**config.mk**
```make
export PLATFORM = sky130hd
export DESIGN_NAME = cldd_half
export DESIGN_NICKNAME = d
export VERILOG_FILES = /design/src/design/cldd_pkg.sv /design/src/design/cldd_half.sv
export SDC_FILE = /design/constraint.sdc
export NUM_CORES = 1
export LEC_CHECK = 0
export BUFFER_PORTS_ARGS = -buffer_cell sky130_fd_sc_hd__buf_2
export CORE_ASPECT_RATIO = 0.7
export CORE_MARGIN = 1
export CORE_UTILIZATION = 43
export DETAILED_ROUTE_END_ITERATION = 8
export PLACE_DENSITY = 0.69
export RECOVER_POWER = 100
export SYNTH_ARGS = -nofsm -noshare
export SYNTH_HDL_FRONTEND = slang
export SYNTH_SLANG_ARGS = --single-unit
```
**constraint.sdc**
```tcl
create_clock -name clk -period 9.38 [get_ports clk]
set_input_delay 1.407 -clock clk [delete_from_list [all_inputs] [get_ports clk]]
set_output_delay 1.407 -clock clk [all_outputs]
set_load 0.01 [all_outputs]
```
**src/design/cldd_pkg.sv**
```systemverilog
// shared types, codes and constants for the cheat line decrypt and decode block
package cldd_pkg;

  localparam int unsigned WORD_W = 32;
  localparam int unsigned ADDR_W = 28;
  localparam int unsigned ROM_W = 26;
  localparam int unsigned OFF_W = 25;
  localparam int unsigned ST_W = 4;
  localparam int unsigned KIND_W = 3;
  localparam int unsigned CFG_IDX_W = 3;

  localparam logic [31:0] TEA_DELTA = 32'h9E37_79B9;

  localparam logic [31:0] KEY0_RST = 32'h09F4_FBBD;
  localparam logic [31:0] KEY1_RST = 32'h9681_884A;
  localparam logic [31:0] KEY2_RST = 32'h3520_27E9;
  localparam logic [31:0] KEY3_RST = 32'hF3DE_E5A7;
  localparam logic [ROM_W-1:0] ROM_BYTES_RST = '0;

  localparam logic [31:0] GAME_ID_MARK = 32'h001D_C0DE;
  localparam logic [31:0] MASTER_MARK = 32'hDEAD_FACE;
  localparam logic [11:0] BUTTON_TOP_A = 12'h8A1;
  localparam logic [11:0] BUTTON_TOP_B = 12'h8A2;
  localparam logic [31:0] BUTTON_LINE = 32'h80F0_0000;
  localparam logic [7:0] COND_MULTI_TOP = 8'hE0;
  localparam logic [2:0] HOOK_SPACE = 3'b100;

  // register indexes of the configuration port
  localparam logic [CFG_IDX_W-1:0] CFG_KEY0 = 3'd0;
  localparam logic [CFG_IDX_W-1:0] CFG_KEY1 = 3'd1;
  localparam logic [CFG_IDX_W-1:0] CFG_KEY2 = 3'd2;
  localparam logic [CFG_IDX_W-1:0] CFG_KEY3 = 3'd3;
  localparam logic [CFG_IDX_W-1:0] CFG_ROM_BYTES = 3'd4;

  // line types, top nibble of the plain left word
  localparam logic [3:0] TYPE_W8 = 4'h0;
  localparam logic [3:0] TYPE_W16 = 4'h1;
  localparam logic [3:0] TYPE_W32 = 4'h2;
  localparam logic [3:0] TYPE_GROUP = 4'h3;
  localparam logic [3:0] TYPE_PATCH = 4'h6;
  localparam logic [3:0] TYPE_BUTTON = 4'h8;
  localparam logic [3:0] TYPE_COND = 4'hD;
  localparam logic [3:0] TYPE_COND_MULTI = 4'hE;
  localparam logic [3:0] TYPE_HOOK = 4'hF;

  localparam logic [ST_W-1:0] ST_OK = 4'd0;
  localparam logic [ST_W-1:0] ST_MASTER = 4'd1;
  localparam logic [ST_W-1:0] ST_WIDE = 4'd2;
  localparam logic [ST_W-1:0] ST_WADDR = 4'd3;
  localparam logic [ST_W-1:0] ST_GROUP = 4'd4;
  localparam logic [ST_W-1:0] ST_PTYPE = 4'd5;
  localparam logic [ST_W-1:0] ST_PRANGE = 4'd6;
  localparam logic [ST_W-1:0] ST_BUTTON = 4'd7;
  localparam logic [ST_W-1:0] ST_UNKNOWN = 4'd8;
  localparam logic [ST_W-1:0] ST_CVALUE = 4'd9;
  localparam logic [ST_W-1:0] ST_CADDR = 4'd10;
  localparam logic [ST_W-1:0] ST_CCMD = 4'd11;
  localparam logic [ST_W-1:0] ST_CEMPTY = 4'd12;
  localparam logic [ST_W-1:0] ST_HOOK = 4'd13;

  localparam logic [KIND_W-1:0] KIND_NOP = 3'd0;
  localparam logic [KIND_W-1:0] KIND_W8 = 3'd1;
  localparam logic [KIND_W-1:0] KIND_W16 = 3'd2;
  localparam logic [KIND_W-1:0] KIND_W32 = 3'd3;
  localparam logic [KIND_W-1:0] KIND_COND = 3'd4;

  // control that travels with each beat through the cipher stages
  typedef struct packed {
    logic valid;
    logic raw;
  } cldd_ctl_t;

  // region is bits 27:24 of the 28-bit bus address
  function automatic logic region_ok(input logic [3:0] rgn, input logic is_write);
    logic ok;
    ok = (rgn >= 4'h2) && (rgn <= 4'h7);
    if (is_write && ((rgn == 4'hE) || (rgn == 4'hF))) begin
      ok = 1'b1;
    end
    return ok;
  endfunction

  function automatic logic hook_ok(input logic [31:0] v);
    return (v == 32'h1) || (v == 32'h2) || (v == 32'h3) ||
           (v == 32'h101) || (v == 32'h102) || (v == 32'h103);
  endfunction

endpackage

```
**src/design/cldd_half.sv**
```systemverilog
// inverse cipher half round: subtracts the mixed source word from the other word unless raw
module cldd_half (
  input  logic                  clk,
  input  logic                  rst_n,
  input  cldd_pkg::cldd_ctl_t   in_ctl,
  input  logic [31:0]           src_word,
  input  logic [31:0]           dst_word,
  input  logic [31:0]           key_a,
  input  logic [31:0]           key_b,
  input  logic [31:0]           sum,
  output cldd_pkg::cldd_ctl_t   ctl_r,
  output logic [31:0]           src_r,
  output logic [31:0]           dst_r
);

  logic [31:0] mix;
  logic [31:0] dst_nxt;

  assign mix = ((src_word << 4) + key_a) ^ (src_word + sum) ^ ((src_word >> 5) + key_b);
  // raw lines pass through untouched
  assign dst_nxt = in_ctl.raw ? dst_word : (dst_word - mix);

  always_ff @(posedge clk) begin
    if (!rst_n) begin
      ctl_r <= '0;
    end else begin
      ctl_r <= in_ctl;
    end
  end

  always_ff @(posedge clk) begin
    src_r <= src_word;
    dst_r <= dst_nxt;
  end

endmodule

```
==> results of run 1 <==
## metal layers
layer,GRT usage,routed length [um],vias up
met3,0.0727,2430,20
li1,-,-,3816
met1,0.419,12800,3400
met2,0.356,9260,340
met4,0.0566,274,0
met5,0,0,-
## worst min-delay path by stage
stage,start,end,slack (ns),depth (start not counted)
after global routing,src_word[2],src_r[2],1.23,1
after detailed placement,src_word[0],src_r[0],1.55,1
after global placement,src_word[28],src_r[28],1.55,1
final,src_word[0],src_r[0],1.22,1
after CTS,src_word[0],src_r[0],1.19,1
after floorplan,src_word[0],src_r[0],1.43,0
## cell usage after synthesis, types with 2 or more instances
cell type	instances	share of area
xnor2_1	140	0.16
ha_1	116	0.19
a21oi_1	82	0.054
nand2_1	74	0.036
dfxtp_1	66	0.17
a21o_1	61	0.060
o21ai_0	57	0.037
xor2_1	34	0.039
nor2_1	31	0.015
inv_1	24	0.012
nand2b_1	18	0.015
nand3_1	17	0.011
o21ai_1	16	0.011
o21bai_1	16	0.016
nor3_1	15	0.0098
o21a_1	15	0.015
nand4_1	13	0.011
and3_1	12	0.0098
clkbuf_1	11	0.0054
nor2b_1	9	0.0074
a31oi_1	8	0.0066
and2_1	7	0.0057
o211ai_1	6	0.0059
o31ai_1	6	0.0059
a211oi_1	5	0.0049
and4_1	5	0.0057
a211o_1	4	0.0046
fa_1	4	0.011
a21oi_2	3	0.0034
or3_1	3	0.0025
a21boi_0	2	0.0020
a21boi_1	2	0.0020
a22oi_1	2	0.0020
a311o_1	2	0.0026
a31o_2	2	0.0023
mux2_2	2	0.0030
nor4_1	2	0.0016
o2111ai_1	2	0.0023
o41ai_1	2	0.0023
or2_2	2	0.0016
## registers in the layout, summed over array words and instances, names as in the netlist
register and flops:
dst_r 32, src_r 32, ctl_r 2
## final cells by class
cell class,count,area (um2)
Clock buffer,10,239
Clock inverter,6,63.8
Fill cell,1714,8070
Inverter,24,90.1
Multi-Input combinational cell,819,6170
Sequential cell,66,1320
Tap cell,231,289
Timing Repair Buffer,229,1020
## report_power, final
part | switching [W] | internal, W | total (W)
combinational | 0.000789 | 0.000611 | 0.00140
clock | 0.000143 | 0.000213 | 0.000356
sequential | 0.0000183 | 0.000358 | 0.000376
## cell families after synthesis
family,count (synthesis)
DFF,66
and+or+nand+nor,212
muxes,3
AOI/OAI and AO/OA,309
adders and majority gates,120
buffers and inverters,35
xor gates and xnor gates,175
## through the flow
| step | instances | setup slack (ns) |
|---|---|---|
| 6_report | 1385 | 2.86 |
| 5_1_grt | 1385 | 2.42 |
| 4_1_cts | 1385 | 3.27 |
| 3_5_place_dp | 1369 | 2.92 |
| 3_3_place_gp | 1369 | 2.99 |
| 2_1_floorplan | 920 | 3.65 |
==> flow_summary.yaml, run 1 <==
status:
  status: "complete, but fails checks"
  violations: "capacitance limit, slew limit"
yosys:
  synthArstFlopShare: 0
  synthMuxAreaShare: 0.00492
  synth_edf_count: 0
  synth_top_family_by_area: "compound AO/OA/AOI/OAI gates"
  yosys.area_share.simple: 0.138
  ys_seq_area_frac: 0.173
  synth_xor_area_frac: 0.203
  yosys_most_used_dff: "dfxtp_1"
  ys_types: 62
  synthCells: 920
  ys_ff_latch: 66
  syn_nets: 1204
  synthAdderAreaFrac: 0.201
  yosys_warnings: 0
  synth_compound_area_frac: 0.263
  avgSynthCellArea_um2: 8.29
  post_synth_instance_area_mm2: 0.00762
worst_setup_path:
  critPathLaunchType: "input port"
  crit_path_max_fanout: 5
  cp_num_cells: 23
  crit_path_end: "dst_r[31]"
  worstPathArrival_ns: 6.76
  crit_chain: "clkbuf_1, ha_1, fa_1, a21o_1, a21oi_1, o21ai_0, a311o_1, a21o_1, a21oi_1, xnor2_1, xnor2_1, ha_1, and4_1, and2_0, and3_1, o2bb2ai_1, nor3_1, o211ai_1, o21ai_0, o21ai_0, nor2b_1, mux2_1, xor2_1"
  crit_path_start: "src_word[5]"
  critical_path_class: "input port to register"
  endpoint_kind: "register"
  path_common_cell: "o21ai_0"
  critPathSlowestCell: "a311o_1"
  cpPeakStageDelay_ns: 0.48
  worst-path-buf-inv: 1
  cpLargestDelayFamily: "compound AO/OA/AOI/OAI gates"
  required_ns: 9.62
drt:
  drt-wirelength-per-cell_um: 17.9
  dr.pass1.iters: 5
  vias: 7576
  detail-route-antenna-nets: 0
  routed_wl_um: 24800
  via_per_inst: 5.47
  drc: 0
  dr.first_iter.drc_count: 649
run:
  drv_cap: 1
layout:
  area_growth_pct: 20.6
  mostFrequentLayoutCells: "140 x xnor2_1, 130 x buf_2, 116 x ha_1, 99 x clkbuf_1, 82 x a21oi_1"
  utilization: 0.532
  fin_nets: 1433
  finalInstanceArea_mm2: 0.00919
  n_antenna_cell: 0
  post_route_cells_drive_above_1_share: 0.141
  final_common_cell: "xnor2_1"
placement:
  place_area_mm2: 0.00902
  hpwl_um: 20700
  place.gp.congestion: 1.01
  io_buffers: 229
power:
  power_w: 0.00213
  p_per_area_mw_per_mm2: 232
  peakVddDrop_mv: 0.108
  cellLeakagePower_nw: 4.25
cts:
  path_clk_slew_ns: 0.06
  postCtsHoldBufs: 0
  post_cts_resized: 0
  cts_root_buf: "clkbuf_16"
  cts_sinks: 66
  post_cts_buffers: 0
  cts_max_path_buffers: 2
  cts_tree: "built"
  cts_buffers: 9
  cts.htree.levels: 3
timing:
  worst_hold_slack_ns: 1.22
  setup_viol: 0
  period_needed_ns: 6.52
  setup_tns_ns: 0
  period_share: 0.695
  fmax_mhz: 153
  rsz0062_at_grt: "no"
  drv_slew: 64
  hold_viol: 0
  max_slew.worst_pin.slew_ns: 2.23
  relSlewSlack: -0.486
global_routing:
  antenna_found_initial: 0
  grt_max_degree: 64
  first_global_vias: 6780
  overflow: 0
  grt_pass1_wl_um: 37600
  track_usage: 0.269
die:
  core_mm2: 0.0173
  fp.dieW_um: 161
  die_area_mm2: 0.0183
  die_y_um: 113
  floorplan.initialDensity: 0.442
  io_pins: 230
  rows: 40
min_path:
  hold_class: "input port to register"
No activity file was read; power rests on OpenSTA's default activity.
==> run 2: changes to the inputs <==
clock period = 6.67 ns   (was 9.38 ns; I/O delays follow)
==> run 2 against run 1 <==
  * The flow still finishes with violations (capacitance limit, slew limit)
  * Utilization increased by 0.22 points
  * Non-clock buffer count increased by 1
  * Total power increased by 43%
  * Via count increased by 1.7%
  * Sequential cell count unchanged
  * Largest cell class unchanged
  * Largest power group unchanged
==> flow_summary.yaml, run 2 (synthesized netlist as in run 1, its figures left out) <==
status:
  status: "complete, but fails checks"
  violations: "capacitance limit, slew limit"
cts:
  cts_sinks: 66
  cts_root_buf: "clkbuf_16"
  postCtsHoldBufs: 0
  cts_max_path_buffers: 2
  cts.htree.levels: 3
  post_cts_buffers: 0
  path_clk_slew_ns: 0.06
  cts_buffers: 9
  cts_tree: "built"
  post_cts_resized: 0
placement:
  dp_slack_ns: 0.654
  hpwl_um: 20900
  io_buffers: 229
  place.gp.congestion: 1.03
drt:
  dr.first_iter.drc_count: 690
  drc: 0
  via_per_inst: 5.55
  dr.pass1.iters: 5
  routed_wl_um: 24900
  drt-wirelength-per-cell_um: 17.9
  detail-route-antenna-nets: 0
  vias: 7704
timing:
  setup_tns_ns: 0
  setup_viol: 0
  fmax_mhz: 167
  fin_ws_ns: 0.698
  rsz0062_at_grt: "no"
  hold_viol: 0
  max_slew.worst_pin.slew_ns: 2.20
  worst_hold_slack_ns: 0.811
  relSlewSlack: -0.466
  period_share: 0.895
  period_needed_ns: 5.97
  drv_slew: 64
die:
  rows: 40
  core_mm2: 0.0173
  io_pins: 230
  floorplan.initialDensity: 0.442
  fp.dieW_um: 161
  die_area_mm2: 0.0183
  die_y_um: 113
worst_setup_path:
  critical_path_class: "input port to register"
  worstPathArrival_ns: 6.21
  required_ns: 6.91
  crit_path_max_fanout: 5
  endpoint_kind: "register"
  critPathLaunchType: "input port"
layout:
  area_growth_pct: 21.1
  fin_nets: 1434
  post_route_cells_drive_above_1_share: 0.141
  mostFrequentLayoutCells: "140 x xnor2_1, 130 x buf_2, 116 x ha_1, 100 x clkbuf_1, 82 x a21oi_1"
  final_common_cell: "xnor2_1"
  utilization: 0.535
  reg_top3: "dst_r x32, src_r x32, ctl_r x2"
global_routing:
  overflow: 0
  track_usage: 0.265
  antenna_found_initial: 2
  use_met3: 0.0524
  grt_max_degree: 64
  use_met1: 0.428
  busiest_layer: "met1"
  grt_pass1_wl_um: 37300
  first_global_vias: 6710
  met2_usage: 0.347
min_path:
  hold_class: "input port to register"
power:
  cellLeakagePower_nw: 4.26
  power_w: 0.00304
  p_per_area_mw_per_mm2: 329
  peakVddDrop_mv: 0.165
run:
  drv_cap: 1
run 2: cell count changes in the layout (fill, tap and decap cells not counted), sizes merged:
cell	change
clkinv	-1
buf	+1
clkbuf	+1
bufinv	+1
diode	+2
clkinvlp	-1
run 2: report_power, final:
part | leakage [nW] | switching (W) | total [W] | internal, W
logic | 3.55 | 0.00111 | 0.00198 | 0.000861
registers | 0.557 | 0.0000254 | 0.000529 | 0.000503
clock network | 0.156 | 0.000197 | 0.000537 | 0.000340
run 2: worst max-delay path, cell delays in order:
cell and delay [ns]:
clkbuf_1 0.10, ha_1 0.24, inv_1 0.08, fa_1 0.19
nor2b_1 0.06, o21a_1 0.17, o21ai_0 0.38, a21oi_1 0.17
or2_2 0.35, a21o_1 0.22, a21oi_1 0.19, o21bai_1 0.12
a21o_1 0.19, a21oi_1 0.17, xnor2_1 0.14, ha_1 0.32
and3_1 0.22, and2_0 0.15, and3_1 0.18, o2bb2ai_1 0.14
nor3_1 0.25, o211ai_1 0.16, o21ai_1 0.20, o21ai_0 0.13
nor2b_1 0.14, mux2_1 0.39, xor2_1 0.14
run 2: layout make-up:
| type | count | area (um2) |
|---|---|---|
| fillers | 1703 | 8040 |
| repair buffers | 230 | 1030 |
| inverters | 24 | 90.1 |
| flip-flops and latches | 66 | 1320 |
| multi-input cells | 819 | 6170 |
| clock inverters | 5 | 85.1 |
| clock buffers | 11 | 243 |
| well taps | 231 | 289 |
| diodes | 2 | 5.00 |
run 2: final timing paths:
path / start / end / cells past startpoint / slack (ns)
worst min-delay path: src_word[0] / src_r[0] / 1 / 0.81
worst max-delay path: src_word[0] / dst_r[31] / 27 / 0.70
run 2: layer usage:
layer / wire, um / share of wire
met1: 12900 / 0.52
met2: 9300 / 0.37
met3: 2370 / 0.095
met4: 295 / 0.012
met5: 0 / 0
run 2: stage by stage:
| stage | instances | cell area (um2) |
|---|---|---|
| floorplan | 920 | 7620 |
| global placement | 1370 | 9020 |
| detailed placement | 1370 | 9020 |
| CTS | 1386 | 9350 |
| global route | 1388 | 9230 |
| finish | 1388 | 9230 |
==> run 3: changes to the inputs <==
CTS_BUF_LIST = sky130_fd_sc_hd__clkbuf_4 sky130_fd_sc_hd__clkbuf_8   (was not set)
==> run 3 against run 2 <==
  * The flow still finishes with violations (capacitance limit, slew limit)
  * Worst hold slack worse by 0.039 ns
  * Highest routed layer unchanged
  * Combinational power barely moved
  * Critical path type unchanged
  * Critical path depth unchanged
  * Largest cell class unchanged
  * Utilization down 0.54 points
  * Non-clock buffer count is the same
==> flow_summary.yaml, run 3 (synthesized netlist as in run 1, its figures left out) <==
status:
  status: "complete, but fails checks"
  violations: "capacitance limit, slew limit"
cts:
  path_clk_slew_ns: 0.09
  cts.htree.levels: 3
  cts_max_path_buffers: 2
  postCtsHoldBufs: 0
  cts_buffers: 9
  post_cts_buffers: 0
  cts_sinks: 66
  cts_root_buf: "clkbuf_8"
  post_cts_resized: 0
  cts_tree: "built"
layout:
  post_route_cells_drive_above_1_share: 0.143
  reg_top3: "dst_r x32, src_r x32, ctl_r x2"
  fin_nets: 1434
  instances_no_fill: 1388
  utilization: 0.529
  mostFrequentLayoutCells: "140 x xnor2_1, 130 x buf_2, 116 x ha_1, 99 x clkbuf_1, 82 x a21oi_1"
  finalInstanceArea_mm2: 0.00914
  final_common_cell: "xnor2_1"
  area_growth_pct: 19.8
power:
  cellLeakagePower_nw: 4.22
  power_switching_w: 0.00132
  peakVddDrop_mv: 0.184
  p_sw_frac: 0.452
  pwr-share-clk: 0.140
  p_per_area_mw_per_mm2: 318
  comb_power_share: 0.678
  internal-power_w: 0.00159
  seqPwrFrac: 0.182
timing:
  period_needed_ns: 5.96
  setup_viol: 0
  rsz0062_at_grt: "no"
  fmax_mhz: 168
  hold_viol: 0
  drv_slew: 64
  setup_tns_ns: 0
  max_slew.worst_pin.slew_ns: 2.18
  relSlewSlack: -0.453
  period_share: 0.894
  worst_hold_slack_ns: 0.773
drt:
  drt-wirelength-per-cell_um: 17.8
  routed_wl_um: 24700
  detail-route-antenna-nets: 0
  drc: 0
  vias: 7656
  dr.pass1.iters: 5
  via_per_inst: 5.52
  dr.first_iter.drc_count: 786
placement:
  place_area_mm2: 0.00902
  placed_cells: 1370
  hpwl_um: 20900
  io_buffers: 229
  place.gp.congestion: 1.03
global_routing:
  grt_max_degree: 64
  first_global_vias: 6694
  track_usage: 0.264
  grt_pass1_wl_um: 37100
  antenna_found_initial: 2
  overflow: 0
worst_setup_path:
  required_ns: 6.94
  critPathLaunchType: "input port"
  critical_path_class: "input port to register"
  worstPathArrival_ns: 6.24
  crit_path_max_fanout: 5
  endpoint_kind: "register"
die:
  core_mm2: 0.0173
  die_area_mm2: 0.0183
  floorplan.initialDensity: 0.442
  rows: 40
  io_pins: 230
  fp.dieW_um: 161
  die_y_um: 113
min_path:
  hold_class: "input port to register"
run:
  drv_cap: 1
run 3: power by group through the flow:
stage               combinational (W)  clock, W  sequential [W]
floorplan                     0.00140         0        0.000595
global placement              0.00195         0        0.000534
detailed placement            0.00196         0        0.000534
CTS                           0.00198  0.000422        0.000525
global route                  0.00216  0.000439        0.000537
finish                        0.00197  0.000408        0.000528
run 3: worst max-delay path: stages:
cell and delay [ns]:
clkbuf_1 0.10, ha_1 0.24, inv_1 0.08, fa_1 0.20, nor2b_1 0.06, o21a_1 0.17, o21ai_0 0.38, a21oi_1 0.18
or2_2 0.35, a21o_1 0.22, a21oi_1 0.19, o21bai_1 0.12, a21o_1 0.19, a21oi_1 0.17, xnor2_1 0.14, ha_1 0.31
and3_1 0.22, and2_0 0.15, and3_1 0.18, o2bb2ai_1 0.14, nor3_1 0.25, o211ai_1 0.16, o21ai_0 0.26, o21ai_0 0.16
nor2b_1 0.15, mux2_4 0.34, xor2_1 0.14
run 3: area by class of cell:
cell class / instances / area (um2)
inverter: 24 / 90.1
clock buffer: 11 / 145
clock inverter: 5 / 85.1
multi-input combinational: 819 / 6170
tap: 231 / 289
antenna: 2 / 5.00
fill: 1718 / 8130
timing repair buffer: 230 / 1030
sequential: 66 / 1320
run 3: final timing paths:
| kind | start | end | slack (ns) | cells after the start |
|---|---|---|---|---|
| max | src_word[0] | dst_r[31] | 0.71 | 27 |
| min | src_word[0] | src_r[0] | 0.77 | 1 |
run 3: metrics by stage:
step | total power, W | worst slack (ns)
CTS | 0.00292 | 1.03
finish | 0.00291 | 0.706
floorplan | 0.00199 | 1.35
global route | 0.00314 | 0.339
global placement | 0.00248 | 0.768
detailed placement | 0.00250 | 0.654
run 3: routing by layer:
metal | vias to the layer above | global-route usage | routed length (um)
li1 | 3827 | - | -
met1 | 3460 | 0.425 | 12700
met2 | 356 | 0.347 | 9230
met3 | 13 | 0.0553 | 2490
met4 | 0 | 0.0491 | 222
met5 | - | 0 | 0
