$ cat src/design/cldd_pkg.sv
// shared types, codes and constants for the cheat line decrypt and decode block
package cldd_pkg;

  localparam int unsigned WORD_W = 32;
  localparam int unsigned ADDR_W = 28;
  localparam int unsigned ROM_W = 26;
  localparam int unsigned OFF_W = 25;
  localparam int unsigned ST_W = 4;
  localparam int unsigned KIND_W = 3;
  localparam int unsigned CFG_IDX_W = 3;

  localparam logic [31:0] TEA_DELTA = 32'h9E37_79B9;

  localparam logic [31:0] KEY0_RST = 32'h09F4_FBBD;
  localparam logic [31:0] KEY1_RST = 32'h9681_884A;
  localparam logic [31:0] KEY2_RST = 32'h3520_27E9;
  localparam logic [31:0] KEY3_RST = 32'hF3DE_E5A7;
  localparam logic [ROM_W-1:0] ROM_BYTES_RST = '0;

  localparam logic [31:0] GAME_ID_MARK = 32'h001D_C0DE;
  localparam logic [31:0] MASTER_MARK = 32'hDEAD_FACE;
  localparam logic [11:0] BUTTON_TOP_A = 12'h8A1;
  localparam logic [11:0] BUTTON_TOP_B = 12'h8A2;
  localparam logic [31:0] BUTTON_LINE = 32'h80F0_0000;
  localparam logic [7:0] COND_MULTI_TOP = 8'hE0;
  localparam logic [2:0] HOOK_SPACE = 3'b100;

  // register indexes of the configuration port
  localparam logic [CFG_IDX_W-1:0] CFG_KEY0 = 3'd0;
  localparam logic [CFG_IDX_W-1:0] CFG_KEY1 = 3'd1;
  localparam logic [CFG_IDX_W-1:0] CFG_KEY2 = 3'd2;
  localparam logic [CFG_IDX_W-1:0] CFG_KEY3 = 3'd3;
  localparam logic [CFG_IDX_W-1:0] CFG_ROM_BYTES = 3'd4;

  // line types, top nibble of the plain left word
  localparam logic [3:0] TYPE_W8 = 4'h0;
  localparam logic [3:0] TYPE_W16 = 4'h1;
  localparam logic [3:0] TYPE_W32 = 4'h2;
  localparam logic [3:0] TYPE_GROUP = 4'h3;
  localparam logic [3:0] TYPE_PATCH = 4'h6;
  localparam logic [3:0] TYPE_BUTTON = 4'h8;
  localparam logic [3:0] TYPE_COND = 4'hD;
  localparam logic [3:0] TYPE_COND_MULTI = 4'hE;
  localparam logic [3:0] TYPE_HOOK = 4'hF;

  localparam logic [ST_W-1:0] ST_OK = 4'd0;
  localparam logic [ST_W-1:0] ST_MASTER = 4'd1;
  localparam logic [ST_W-1:0] ST_WIDE = 4'd2;
  localparam logic [ST_W-1:0] ST_WADDR = 4'd3;
  localparam logic [ST_W-1:0] ST_GROUP = 4'd4;
  localparam logic [ST_W-1:0] ST_PTYPE = 4'd5;
  localparam logic [ST_W-1:0] ST_PRANGE = 4'd6;
  localparam logic [ST_W-1:0] ST_BUTTON = 4'd7;
  localparam logic [ST_W-1:0] ST_UNKNOWN = 4'd8;
  localparam logic [ST_W-1:0] ST_CVALUE = 4'd9;
  localparam logic [ST_W-1:0] ST_CADDR = 4'd10;
  localparam logic [ST_W-1:0] ST_CCMD = 4'd11;
  localparam logic [ST_W-1:0] ST_CEMPTY = 4'd12;
  localparam logic [ST_W-1:0] ST_HOOK = 4'd13;

  localparam logic [KIND_W-1:0] KIND_NOP = 3'd0;
  localparam logic [KIND_W-1:0] KIND_W8 = 3'd1;
  localparam logic [KIND_W-1:0] KIND_W16 = 3'd2;
  localparam logic [KIND_W-1:0] KIND_W32 = 3'd3;
  localparam logic [KIND_W-1:0] KIND_COND = 3'd4;

  // control that travels with each beat through the cipher stages
  typedef struct packed {
    logic valid;
    logic raw;
  } cldd_ctl_t;

  // region is bits 27:24 of the 28-bit bus address
  function automatic logic region_ok(input logic [3:0] rgn, input logic is_write);
    logic ok;
    ok = (rgn >= 4'h2) && (rgn <= 4'h7);
    if (is_write && ((rgn == 4'hE) || (rgn == 4'hF))) begin
      ok = 1'b1;
    end
    return ok;
  endfunction

  function automatic logic hook_ok(input logic [31:0] v);
    return (v == 32'h1) || (v == 32'h2) || (v == 32'h3) ||
           (v == 32'h101) || (v == 32'h102) || (v == 32'h103);
  endfunction

endpackage

$ cat src/design/cldd_decode.sv
// decodes and validates one plain cheat line into a registered result beat
module cldd_decode (
  input  logic                            clk,
  input  logic                            rst_n,
  input  logic                            in_valid,
  input  logic [31:0]                     left_word,
  input  logic [31:0]                     right_word,
  input  logic [cldd_pkg::ROM_W-1:0]      rom_bytes,
  output logic                            out_valid,
  output logic [cldd_pkg::ST_W-1:0]       out_status,
  output logic [cldd_pkg::KIND_W-1:0]     out_kind,
  output logic [cldd_pkg::ADDR_W-1:0]     out_target_address,
  output logic [31:0]                     out_operand_value,
  output logic [7:0]                      out_skip_count,
  output logic                            out_patch_valid,
  output logic [cldd_pkg::OFF_W-1:0]      out_patch_offset,
  output logic [15:0]                     out_patch_value
);

  logic [cldd_pkg::ST_W-1:0]   st_nxt;
  logic [cldd_pkg::KIND_W-1:0] kind_nxt;
  logic [cldd_pkg::ADDR_W-1:0] addr_nxt;
  logic [31:0]                 val_nxt;
  logic [7:0]                  cnt_nxt;
  logic                        pv_nxt;
  logic [cldd_pkg::OFF_W-1:0]  poff_nxt;
  logic [15:0]                 pval_nxt;
  logic [3:0]                  line_type;
  logic [cldd_pkg::ADDR_W-1:0] addr;
  logic [cldd_pkg::ROM_W-1:0]  patch_last;
  logic [cldd_pkg::ADDR_W-1:0] multi_addr;

  assign line_type = left_word[31:28];
  assign addr = left_word[27:0];
  // offset + 1 of the patched halfword, always odd
  assign patch_last = {1'b0, left_word[23:0], 1'b1};
  assign multi_addr = right_word[27:0];

  always_comb begin
    st_nxt = cldd_pkg::ST_OK;
    kind_nxt = cldd_pkg::KIND_NOP;
    addr_nxt = '0;
    val_nxt = '0;
    cnt_nxt = '0;
    pv_nxt = 1'b0;
    poff_nxt = '0;
    pval_nxt = '0;
    if (left_word == cldd_pkg::MASTER_MARK) begin
      st_nxt = cldd_pkg::ST_MASTER;
    end else if (right_word == cldd_pkg::GAME_ID_MARK) begin
      st_nxt = cldd_pkg::ST_OK;
    end else begin
      unique case (line_type)
        cldd_pkg::TYPE_W8: begin
          if (right_word[31:8] != '0) begin
            st_nxt = cldd_pkg::ST_WIDE;
          end else if (!cldd_pkg::region_ok(addr[27:24], 1'b1)) begin
            st_nxt = cldd_pkg::ST_WADDR;
          end else begin
            kind_nxt = cldd_pkg::KIND_W8;
            addr_nxt = addr;
            val_nxt = right_word;
          end
        end
        cldd_pkg::TYPE_W16: begin
          if (right_word[31:16] != '0) begin
            st_nxt = cldd_pkg::ST_WIDE;
          end else if (addr[0] || !cldd_pkg::region_ok(addr[27:24], 1'b1)) begin
            st_nxt = cldd_pkg::ST_WADDR;
          end else begin
            kind_nxt = cldd_pkg::KIND_W16;
            addr_nxt = addr;
            val_nxt = right_word;
          end
        end
        cldd_pkg::TYPE_W32: begin
          if ((addr[1:0] != 2'b00) || !cldd_pkg::region_ok(addr[27:24], 1'b1)) begin
            st_nxt = cldd_pkg::ST_WADDR;
          end else begin
            kind_nxt = cldd_pkg::KIND_W32;
            addr_nxt = addr;
            val_nxt = right_word;
          end
        end
        cldd_pkg::TYPE_GROUP: begin
          st_nxt = cldd_pkg::ST_GROUP;
        end
        cldd_pkg::TYPE_PATCH: begin
          if ((left_word[27:24] != 4'h0) || (right_word[31:29] != 3'b000) ||
              (right_word[27:16] != '0)) begin
            st_nxt = cldd_pkg::ST_PTYPE;
          end else if (patch_last >= rom_bytes) begin
            st_nxt = cldd_pkg::ST_PRANGE;
          end else begin
            pv_nxt = 1'b1;
            poff_nxt = {left_word[23:0], 1'b0};
            pval_nxt = right_word[15:0];
          end
        end
        cldd_pkg::TYPE_BUTTON: begin
          if ((left_word[31:20] == cldd_pkg::BUTTON_TOP_A) ||
              (left_word[31:20] == cldd_pkg::BUTTON_TOP_B) ||
              (left_word == cldd_pkg::BUTTON_LINE)) begin
            st_nxt = cldd_pkg::ST_BUTTON;
          end else begin
            st_nxt = cldd_pkg::ST_UNKNOWN;
          end
        end
        cldd_pkg::TYPE_COND: begin
          if (right_word[31:16] != '0) begin
            st_nxt = cldd_pkg::ST_CVALUE;
          end else if (addr[0] || !cldd_pkg::region_ok(addr[27:24], 1'b0)) begin
            st_nxt = cldd_pkg::ST_CADDR;
          end else begin
            kind_nxt = cldd_pkg::KIND_COND;
            addr_nxt = addr;
            val_nxt = right_word;
            cnt_nxt = 8'd1;
          end
        end
        cldd_pkg::TYPE_COND_MULTI: begin
          if ((left_word[31:24] != cldd_pkg::COND_MULTI_TOP) || (right_word[31:28] != 4'h0)) begin
            st_nxt = cldd_pkg::ST_CCMD;
          end else if (left_word[23:16] == 8'd0) begin
            st_nxt = cldd_pkg::ST_CEMPTY;
          end else if (multi_addr[0] || !cldd_pkg::region_ok(multi_addr[27:24], 1'b0)) begin
            st_nxt = cldd_pkg::ST_CADDR;
          end else begin
            kind_nxt = cldd_pkg::KIND_COND;
            addr_nxt = multi_addr;
            val_nxt = {16'h0000, left_word[15:0]};
            cnt_nxt = left_word[23:16];
          end
        end
        cldd_pkg::TYPE_HOOK: begin
          if ((addr[27:25] != cldd_pkg::HOOK_SPACE) || !cldd_pkg::hook_ok(right_word)) begin
            st_nxt = cldd_pkg::ST_HOOK;
          end
        end
        default: begin
          st_nxt = cldd_pkg::ST_UNKNOWN;
        end
      endcase
    end
  end

  always_ff @(posedge clk) begin
    if (!rst_n) begin
      out_valid <= 1'b0;
    end else begin
      out_valid <= in_valid;
    end
  end

  always_ff @(posedge clk) begin
    out_status <= st_nxt;
    out_kind <= kind_nxt;
    out_target_address <= addr_nxt;
    out_operand_value <= val_nxt;
    out_skip_count <= cnt_nxt;
    out_patch_valid <= pv_nxt;
    out_patch_offset <= poff_nxt;
    out_patch_value <= pval_nxt;
  end

endmodule

$ cat config.mk
export PLATFORM = sky130hd
export DESIGN_NAME = cldd_decode
export DESIGN_NICKNAME = d
export VERILOG_FILES = /design/src/design/cldd_pkg.sv /design/src/design/cldd_decode.sv
export SDC_FILE = /design/constraint.sdc
export NUM_CORES = 1
export LEC_CHECK = 0
export BUFFER_PORTS_ARGS = -buffer_cell sky130_fd_sc_hd__buf_2
export CAP_MARGIN = 20
export CELL_PAD_IN_SITES_DETAIL_PLACEMENT = 1
export CELL_PAD_IN_SITES_GLOBAL_PLACEMENT = 2
export CORE_ASPECT_RATIO = 1.5
export CORE_MARGIN = 2
export CORE_UTILIZATION = 24
export DETAILED_ROUTE_END_ITERATION = 7
export PLACE_DENSITY = 0.85
export SYNTH_ARGS = -nofsm -noshare
export SYNTH_HDL_FRONTEND = slang
export SYNTH_SLANG_ARGS = --single-unit
$ cat constraint.sdc
create_clock -name clk -period 1.9 [get_ports clk]
set_input_delay 0 -clock clk [delete_from_list [all_inputs] [get_ports clk]]
set_output_delay 0 -clock clk [all_outputs]
set_load 0.05 [all_outputs]
==> impl_metrics.env, run 1 <==
export IMPL_grt_pass1_wl_um=31800
export IMPL_path_clk_slew_ns=0.06
export IMPL_cts_made_buffers=17
export IMPL_core_area_mm2=0.0190
export IMPL_routed_wl_met2_um=12000
export IMPL_synthArstFlopShare=0
export IMPL_start_kind="input pin"
export IMPL_final_common_cell="buf_2"
export IMPL_layout_common_cells="buf_2 (209), dfxtp_1 (117), buf_4 (99), and2_1 (65), dlygate4sd3_1 (56)"
export IMPL_n_fill_cell=2231
export IMPL_antennaDiodeCount=0
export IMPL_yosys_cell_types_count=50
export IMPL_firstDrtPassIters=4
export IMPL_syn_to_final_growth_pct=71.8
export IMPL_grt_pass1_vias=5577
export IMPL_hold_viol=0
export IMPL_vdd_drop_max_v=0.000491
export IMPL_dieHeight_um=174
export IMPL_drive_gt1_frac=0.429
export IMPL_placed_cell_area_mm2=0.00677
export IMPL_grt_antenna_before_repair=0
export IMPL_grt_max_degree=51
export IMPL_report_final_slew_viol_count=0
export IMPL_io_buffers=209
export IMPL_setup_viol_count_final=0
export IMPL_crit_fanout=30
export IMPL_die_width_um=117
export IMPL_fin_ws_ns=0.0770
export IMPL_dieArea_mm2=0.0204
export IMPL_start_util=0.244
export IMPL_seq_area_frac_synth=0.506
export IMPL_p_leak_nw=3.93
export IMPL_rows=62
export IMPL_critical_path_class="in -> reg"
export IMPL_wl_per_cell_um=19.1
export IMPL_clock_sinks=117
export IMPL_end_kind="flop"
export IMPL_layout_nets=946
export IMPL_num_vias=5118
export IMPL_grt_total_usage=0.203
export IMPL_io_pins=211
export IMPL_cts_tree="built"
export IMPL_dp_slack_ns=-0.253
export IMPL_htreeDepth=4
export IMPL_rsz0062_at_grt="no"
export IMPL_fin_area_mm2=0.00795
export IMPL_synth_flop_cell="dfxtp_1"
export IMPL_power_density_mw_per_mm2=798
export IMPL_cp_required_ns=2.19
export IMPL_min_period_ns=1.82
export IMPL_status="complete, no violations"
export IMPL_remaining_drc_errors=0
export IMPL_vias_per_cell=4.66
export IMPL_max_slew_worst_pin_slew_ns=0.573
export IMPL_met1Wirelength_um=7400
export IMPL_root_buffer="clkbuf_16"
export IMPL_drtIter0Drc=205
export IMPL_hold_class="in -> reg"
export IMPL_syn_area_mm2=0.00463
export IMPL_synth_edff_count=0
export IMPL_fin_setup_tns_ns=0
export IMPL_antenna_left=0
export IMPL_wl_um=20900
export IMPL_fin_crit_sh=0.959
export IMPL_netlist_instances=462
export IMPL_max_freq_ghz=0.549
export IMPL_overflow=0
export IMPL_yosysWarningCount=0
export IMPL_synth_seq_cells=117
export IMPL_syn_nets=579
export IMPL_clock_path_buffers=2
export IMPL_place_gp_congestion=0.907
export IMPL_slew_headroom=0.618
export IMPL_hpwl_um=15600
export IMPL_postCtsSetupBuffers=0
export IMPL_maxCapViolations=0
export IMPL_highest_layer="met4"
export IMPL_synth_avg_cell_area_um2=10.0
export IMPL_seq_area_mm2=0.00234
export IMPL_worstPathArrival_ns=2.11
export IMPL_multi_input_area_mm2=0.00219
export IMPL_wl_met3_um=819
## critical path: stages
cell and delay, ns:
buf_2 0.12, dlygate4sd3_1 0.59, buf_4 0.13, nand3b_1 0.11, nor4_2 0.29, nand4_1 0.20, nand3_2 0.15, a41oi_4 0.06
buf_12 0.21, a22o_1 0.24
## cells in the mapped netlist (all sizes together), types with 2 or more instances
cell type  instances  area [um^2]
nor4              13         81.3
a22o              42          368
a221oi             3         26.3
o31ai              2         15.0
nand2             19         71.3
or4                8         63.8
buf                7         55.1
a21oi             12         60.1
o21ai             14         70.1
a31oi              2         12.5
o21bai             2         15.0
nand3              7         35.0
ha                24          300
nand4b             3         26.3
nor2              16         60.1
nand4             12         75.1
dfxtp            117         2340
and4b              2         20.0
nand3b             2         15.0
and2              65          407
nor4b              3         26.3
clkbuf            13         48.8
inv               25         93.8
o22ai              2         12.5
or3                2         12.5
nor2b              6         37.5
nor3              11         55.1
and3               4         25.0
a21o               4         30.0
nand2b             4         25.0
## routing by layer
layer,vias to the layer above,GRT usage
met2,170,0.408
li1,2395,-
met3,37,0.0348
met4,0,0.0919
met5,-,0
met1,2516,0.199
## final timing paths
| kind | startpoint | endpoint | slack [ns] | depth (start not counted) |
|---|---|---|---|---|
| worst max-delay path | left_word[18] | out_operand_value[5] | 0.08 | 10 |
| worst min-delay path | right_word[5] | out_patch_value[5] | 0.02 | 3 |
## sequential cells by signal, summed over array words and instances, names as in the netlist
name and count:
out_skip_count 8, out_target_address 28, out_operand_value 32, out_patch_value 16
out_kind 3, out_status 4, out_patch_offset 24, out_patch_valid 1
out_valid 1
## power breakdown
| group | internal, mW | switching (mW) | total (mW) |
|---|---|---|---|
| Combinational | 0.358 | 0.376 | 0.733 |
| Sequential | 2.46 | 0.00276 | 2.47 |
| Clock | 1.96 | 1.19 | 3.14 |
## kinds of logic after synthesis
| group | after synthesis | synth area share |
|---|---|---|
| flops | 117 | 0.506 |
| compound gates | 92 | 0.151 |
| simple gates | 181 | 0.231 |
| xor+xnor | 2 | 0.00378 |
| buf+inv | 45 | 0.0427 |
| other cells | 1 | 0.000810 |
| fa+ha+maj | 24 | 0.0649 |
## final cells by class
type                            instances  area share
Timing Repair Buffer                  368       0.305
Multi-Input combinational cell        300       0.276
Sequential cell                       117       0.294
Clock inverter                         13      0.0167
Tap cell                              256      0.0403
Inverter                               25      0.0118
Clock buffer                           19      0.0557
## timing repair
item,CTS,global route
hold buffers,55,2
resized for setup,0,9
setup endpoints to repair,0,60
endpoints found under the hold margin,94,1
## metrics by stage
step	total power, mW	utilization	hold WS [ns]	cells
CTS	6.38	0.415	0.00212	1097
finish	6.35	0.418	0.0235	1098
floorplan	2.73	-	0.107	462
detailed placement	3.14	0.356	0.211	1010
global route	6.58	0.418	0.00690	1098
global placement	3.13	0.356	0.203	1010
Note: power is estimated with default switching activity, not from simulation.
==> inputs of run 2 (changes only) <==
--- a/config.mk
+++ b/config.mk
@@ -9,10 +9,11 @@
 export CAP_MARGIN = 20
 export CELL_PAD_IN_SITES_DETAIL_PLACEMENT = 1
 export CELL_PAD_IN_SITES_GLOBAL_PLACEMENT = 2
-export CORE_ASPECT_RATIO = 1.5
+export CORE_ASPECT_RATIO = 2
 export CORE_MARGIN = 2
 export CORE_UTILIZATION = 24
 export DETAILED_ROUTE_END_ITERATION = 7
+export GPL_TIMING_DRIVEN = 0
 export PLACE_DENSITY = 0.85
 export SYNTH_ARGS = -nofsm -noshare
 export SYNTH_HDL_FRONTEND = slang
==> impl_metrics.env, run 2 (same netlist as run 1, synthesis figures left out) <==
export IMPL_clock_path_buffers=2
export IMPL_cp_required_ns=2.20
export IMPL_vdd_drop_max_v=0.000505
export IMPL_dieHeight_um=200
export IMPL_grt_pass1_vias=5301
export IMPL_worstPathArrival_ns=2.18
export IMPL_antenna_left=0
export IMPL_path_clk_slew_ns=0.06
export IMPL_wl_per_cell_um=21.6
export IMPL_place_gp_congestion=0.860
export IMPL_cts_made_buffers=17
export IMPL_top_register="out_operand_value"
export IMPL_largest_reg_flops=32
export IMPL_maxCapViolations=0
export IMPL_clock_sinks=117
export IMPL_wl_um=22100
export IMPL_crit_fanout=10
export IMPL_drtIter0Drc=180
export IMPL_grt_pass1_wl_um=31900
export IMPL_overflow=0
export IMPL_grt_antenna_before_repair=3
export IMPL_start_kind="input pin"
export IMPL_hpwl_um=15600
export IMPL_io_pins=211
export IMPL_grt_max_degree=17
export IMPL_reg_largest_list="out_operand_value x32, out_target_address x28, out_patch_offset x24"
export IMPL_grt_total_usage=0.216
export IMPL_remaining_drc_errors=0
export IMPL_die_width_um=102
export IMPL_dieArea_mm2=0.0205
export IMPL_hold_class="in -> reg"
export IMPL_layout_common_cells="buf_2 (209), dfxtp_1 (117), and2_1 (65), dlygate4sd3_1 (63), a22o_1 (42)"
export IMPL_vias_per_cell=4.84
export IMPL_root_buffer="clkbuf_16"
export IMPL_core_area_mm2=0.0188
export IMPL_report_final_slew_viol_count=0
export IMPL_critical_path_class="in -> reg"
export IMPL_status="complete, no violations"
export IMPL_layout_nets=873
export IMPL_max_freq_ghz=0.534
export IMPL_firstDrtPassIters=6
export IMPL_holdPathStages=3
export IMPL_fin_total_pwr_mw=6.68
export IMPL_min_period_ns=1.87
export IMPL_slew_headroom=0.408
export IMPL_p_leak_nw=3.58
export IMPL_rows=71
export IMPL_power_density_mw_per_mm2=895
export IMPL_final_common_cell="buf_2"
export IMPL_num_vias=4966
export IMPL_max_slew_worst_pin_slew_ns=0.879
export IMPL_end_kind="flop"
export IMPL_n_fill_cell=2224
export IMPL_syn_to_final_growth_pct=61.3
export IMPL_setup_viol_count_final=0
export IMPL_start_util=0.246
export IMPL_rsz0062_at_grt="yes"
export IMPL_fin_crit_sh=0.985
export IMPL_fin_hold_ws_ns=0.0346
export IMPL_cts_tree="built"
export IMPL_htreeDepth=4
export IMPL_io_buffers=209
export IMPL_drive_gt1_frac=0.352
export IMPL_hold_viol=0
-- run 2: cell types whose count changed in the layout (fill, tap and decap cells not counted), sizes merged --
cell	previous run	this run
buf	312	218
clkbuf	19	31
dlygate4sd3	56	63
bufinv	2	5
diode	0	3
clkinvlp	4	2
inv	26	28
clkinv	6	5
-- run 2: layout make-up --
| cell class | instances | area, um^2 | share of cell area |
|---|---|---|---|
| plain buffers | 20 | 116 | 0.0156 |
| multi-input cells | 300 | 2220 | 0.297 |
| flip-flops and latches | 117 | 2340 | 0.314 |
| inverters | 25 | 93.8 | 0.0126 |
| clock buffers | 17 | 425 | 0.0570 |
| well taps | 255 | 319 | 0.0427 |
| clock inverters | 15 | 228 | 0.0305 |
| diodes | 3 | 7.51 | 0.00101 |
| repair buffers | 275 | 1710 | 0.230 |
-- run 2: power by group --
part           switching [mW]  leakage, nW  internal, mW  total, mW
Sequential            0.00214        0.943          2.46       2.47
Combinational           0.377         2.33         0.263      0.640
Clock                    1.24        0.314          2.34       3.58
Total                    1.62         3.58          5.06       6.68
-- run 2: worst max-delay path: stages --
cell	delay (ns)
buf_2	0.14
nor4_4	0.27
buf_4	0.19
nand3_1	0.18
or4_4	0.61
nand3_2	0.14
a41oi_4	0.07
buf_6	0.18
buf_6	0.14
a22o_1	0.25
-- run 2: repair_timing --
action	in CTS	in global routing
gates resized for setup	18	6
hold buffers	63	0
setup buffers	2	1
endpoints found under the setup margin	100	96
pin swaps	2	1
endpoints found under the hold margin	107	0
-- run 2: worst paths after layout --
path / start / to / slack, ns
max: right_word[29] / out_target_address[22] / 0.03
min: left_word[0] / out_target_address[0] / 0.03
-- run 2: metrics by stage --
step / utilization / setup TNS [ns] / area, um^2 / setup slack [ns] / cells
finish: 0.396 / 0 / 7470 / 0.0283 / 1027
global route: 0.396 / -0.542 / 7470 / -0.0366 / 1027
CTS: 0.393 / 0 / 7410 / 0.0209 / 1023
detailed placement: 0.320 / -88.91 / 6030 / -1.27 / 926
global placement: 0.320 / -90.23 / 6030 / -1.29 / 926
floorplan: - / 0 / 4660 / 0.000842 / 462
-- run 2: metal layers --
layer  track usage  vias to the layer above  wire length, um
li1              -                     2254                -
met1         0.187                     2393             6800
met2         0.410                      232            12600
met3        0.0400                       87             1000
met4         0.164                        0             1730
met5             0                        -                0
==> inputs of run 3 (changes only) <==
--- a/config.mk
+++ b/config.mk
@@ -5,13 +5,14 @@
 export SDC_FILE = /design/constraint.sdc
 export NUM_CORES = 1
 export LEC_CHECK = 0
+export ABC_AREA = 1
 export BUFFER_PORTS_ARGS = -buffer_cell sky130_fd_sc_hd__buf_2
 export CAP_MARGIN = 20
 export CELL_PAD_IN_SITES_DETAIL_PLACEMENT = 1
 export CELL_PAD_IN_SITES_GLOBAL_PLACEMENT = 2
 export CORE_ASPECT_RATIO = 2
 export CORE_MARGIN = 2
-export CORE_UTILIZATION = 24
+export CORE_UTILIZATION = 23
 export DETAILED_ROUTE_END_ITERATION = 7
 export GPL_TIMING_DRIVEN = 0
 export PLACE_DENSITY = 0.85
==> impl_metrics.env, run 3 <==
export IMPL_dieHeight_um=220
export IMPL_p_leak_nw=4.44
export IMPL_yosys_cell_types_count=34
export IMPL_placedCellCount=1239
export IMPL_postCtsSetupBuffers=0
export IMPL_synth_seq_cells=117
export IMPL_grt_total_usage=0.201
export IMPL_rsz0062_at_grt="no"
export IMPL_fin_hold_ws_ns=0.0702
export IMPL_dieArea_mm2=0.0247
export IMPL_antenna_left=0
export IMPL_io_pins=211
export IMPL_crit_fanout=10
export IMPL_grt_antenna_before_repair=0
export IMPL_die_width_um=112
export IMPL_grt_max_degree=17
export IMPL_hold_viol=0
export IMPL_post_synth_top_area_cell="dfxtp_1"
export IMPL_worstPathArrival_ns=2.07
export IMPL_path_cells="dlygate4sd3_1 -> buf_2 -> nor2_1 -> nand2_1 -> nor2_2 -> nand4_1 -> o21ai_4 -> nor2_2 -> buf_2 -> nand3_1 -> nand2_1"
export IMPL_critPathTopFamily="buffers and inverters"
export IMPL_overflow=0
export IMPL_cts_tree="built"
export IMPL_path_clk_slew_ns=0.05
export IMPL_wl_um=24400
export IMPL_reg_largest_list="out_operand_value x32, out_target_address x28, out_patch_offset x24"
export IMPL_seq_area_frac_synth=0.435
export IMPL_final_common_cell="buf_2"
export IMPL_top_register="out_operand_value"
export IMPL_synthTopCellsByArea="dfxtp_1 (44%), nand2_1 (13%), nor2_1 (8.1%)"
export IMPL_syn_area_mm2=0.00538
export IMPL_htreeDepth=4
export IMPL_fin_crit_sh=0.922
export IMPL_power_density_mw_per_mm2=807
export IMPL_slowest_delay_ns=0.54
export IMPL_synth_flop_cell="dfxtp_1"
export IMPL_hold_class="in -> reg"
export IMPL_drive_gt1_frac=0.300
export IMPL_synth_top_area_share=0.435
export IMPL_netlist_instances=747
export IMPL_min_period_ns=1.75
export IMPL_vdd_drop_max_v=0.000610
export IMPL_n_fill_cell=2947
export IMPL_synth_edff_count=0
export IMPL_cts_made_buffers=17
export IMPL_clock_path_buffers=2
export IMPL_num_vias=5925
export IMPL_io_buffers=209
export IMPL_synth_top_cells_by_count="nand2_1 (189), dfxtp_1 (117), nor2_1 (116), inv_1 (112), nand3_1 (58)"
export IMPL_firstDrtPassIters=4
export IMPL_syn_to_final_growth_pct=50.9
export IMPL_status="complete, no violations"
export IMPL_wl_per_cell_um=18.2
export IMPL_rows=79
export IMPL_hpwl_um=19400
export IMPL_start_kind="input pin"
export IMPL_antennaDiodeCount=0
export IMPL_largest_reg_flops=32
export IMPL_layout_cells_non_filler=1339
export IMPL_crit_buf_inv=3
export IMPL_place_gp_congestion=0.932
export IMPL_layout_nets=1161
export IMPL_setup_viol_count_final=0
export IMPL_max_freq_ghz=0.571
export IMPL_synth_avg_cell_area_um2=7.21
export IMPL_clock_sinks=117
export IMPL_maxCapViolations=0
export IMPL_grt_pass1_wl_um=36500
export IMPL_crit_path_top_delay_cell="dlygate4sd3_1"
export IMPL_vias_per_cell=4.42
export IMPL_report_final_slew_viol_count=0
export IMPL_start_util=0.233
export IMPL_critical_path_class="in -> reg"
export IMPL_root_buffer="clkbuf_16"
export IMPL_syn_nets=864
export IMPL_yosysMostFrequentCell="nand2_1"
export IMPL_yosysWarningCount=0
export IMPL_synthArstFlopShare=0
export IMPL_end_kind="flop"
export IMPL_cp_required_ns=2.22
export IMPL_core_area_mm2=0.0231
export IMPL_remaining_drc_errors=0
export IMPL_grt_pass1_vias=6362
export IMPL_drtIter0Drc=210
export IMPL_layout_common_cells="buf_2 (215), nand2_1 (189), dfxtp_1 (117), inv_1 (112), nor2_1 (110)"
## run 3: metrics by stage
step | setup slack, ns | TNS [ns] | utilization | total power [mW] | instance area, um^2
4_1_cts | 0.0149 | 0 | 0.349 | 6.65 | 8070
3_5_place_dp | -0.0951 | -0.489 | 0.293 | 3.14 | 6780
2_1_floorplan | 0.650 | 0 | - | 2.83 | 5380
3_3_place_gp | -0.112 | -0.469 | 0.293 | 3.13 | 6780
5_1_grt | 0.00138 | 0 | 0.351 | 6.80 | 8130
6_report | 0.149 | 0 | 0.351 | 6.55 | 8130
## run 3: layout make-up
type	count	area (um^2)	share of cell area
Multi-Input combinational cell	491	2490	0.306
Tap cell	283	354	0.0436
Buffer	18	151	0.0186
Clock buffer	22	444	0.0547
Clock inverter	9	154	0.0189
Sequential cell	117	2340	0.288
Inverter	121	454	0.0559
Timing Repair Buffer	278	1740	0.214
## run 3: logic make-up after synthesis
kind of cell / share of synthesized area
other: 0.000697
adder cells (fa/ha/maj): 0.0558
flip-flops: 0.435
buffers and inverters: 0.112
AO/OA/AOI/OAI: 0.0258
AND/OR/NAND/NOR: 0.370
## run 3: final timing paths
path	start	to	slack, ns	depth (start not counted)
worst min-delay path	left_word[30]	out_status[2]	0.07	5
worst max-delay path	right_word[10]	out_target_address[15]	0.15	11
## run 3: timing repair
action	CTS	global route
hold buffers	69	0
hold endpoints to repair	109	0
setup endpoints to repair	0	74
resized for setup	0	15
## run 3: where the power goes
| part | internal (mW) | switching, mW |
|---|---|---|
| logic | 0.283 | 0.460 |
| clock network | 2.18 | 1.16 |
| registers | 2.47 | 0.00308 |
| total | 4.93 | 1.63 |
## run 3: routing by layer
| layer | GRT usage | wire, um |
|---|---|---|
| met5 | 0 | 0 |
| met4 | 0.107 | 1090 |
| met3 | 0.0392 | 993 |
| met2 | 0.412 | 14200 |
| met1 | 0.178 | 8060 |
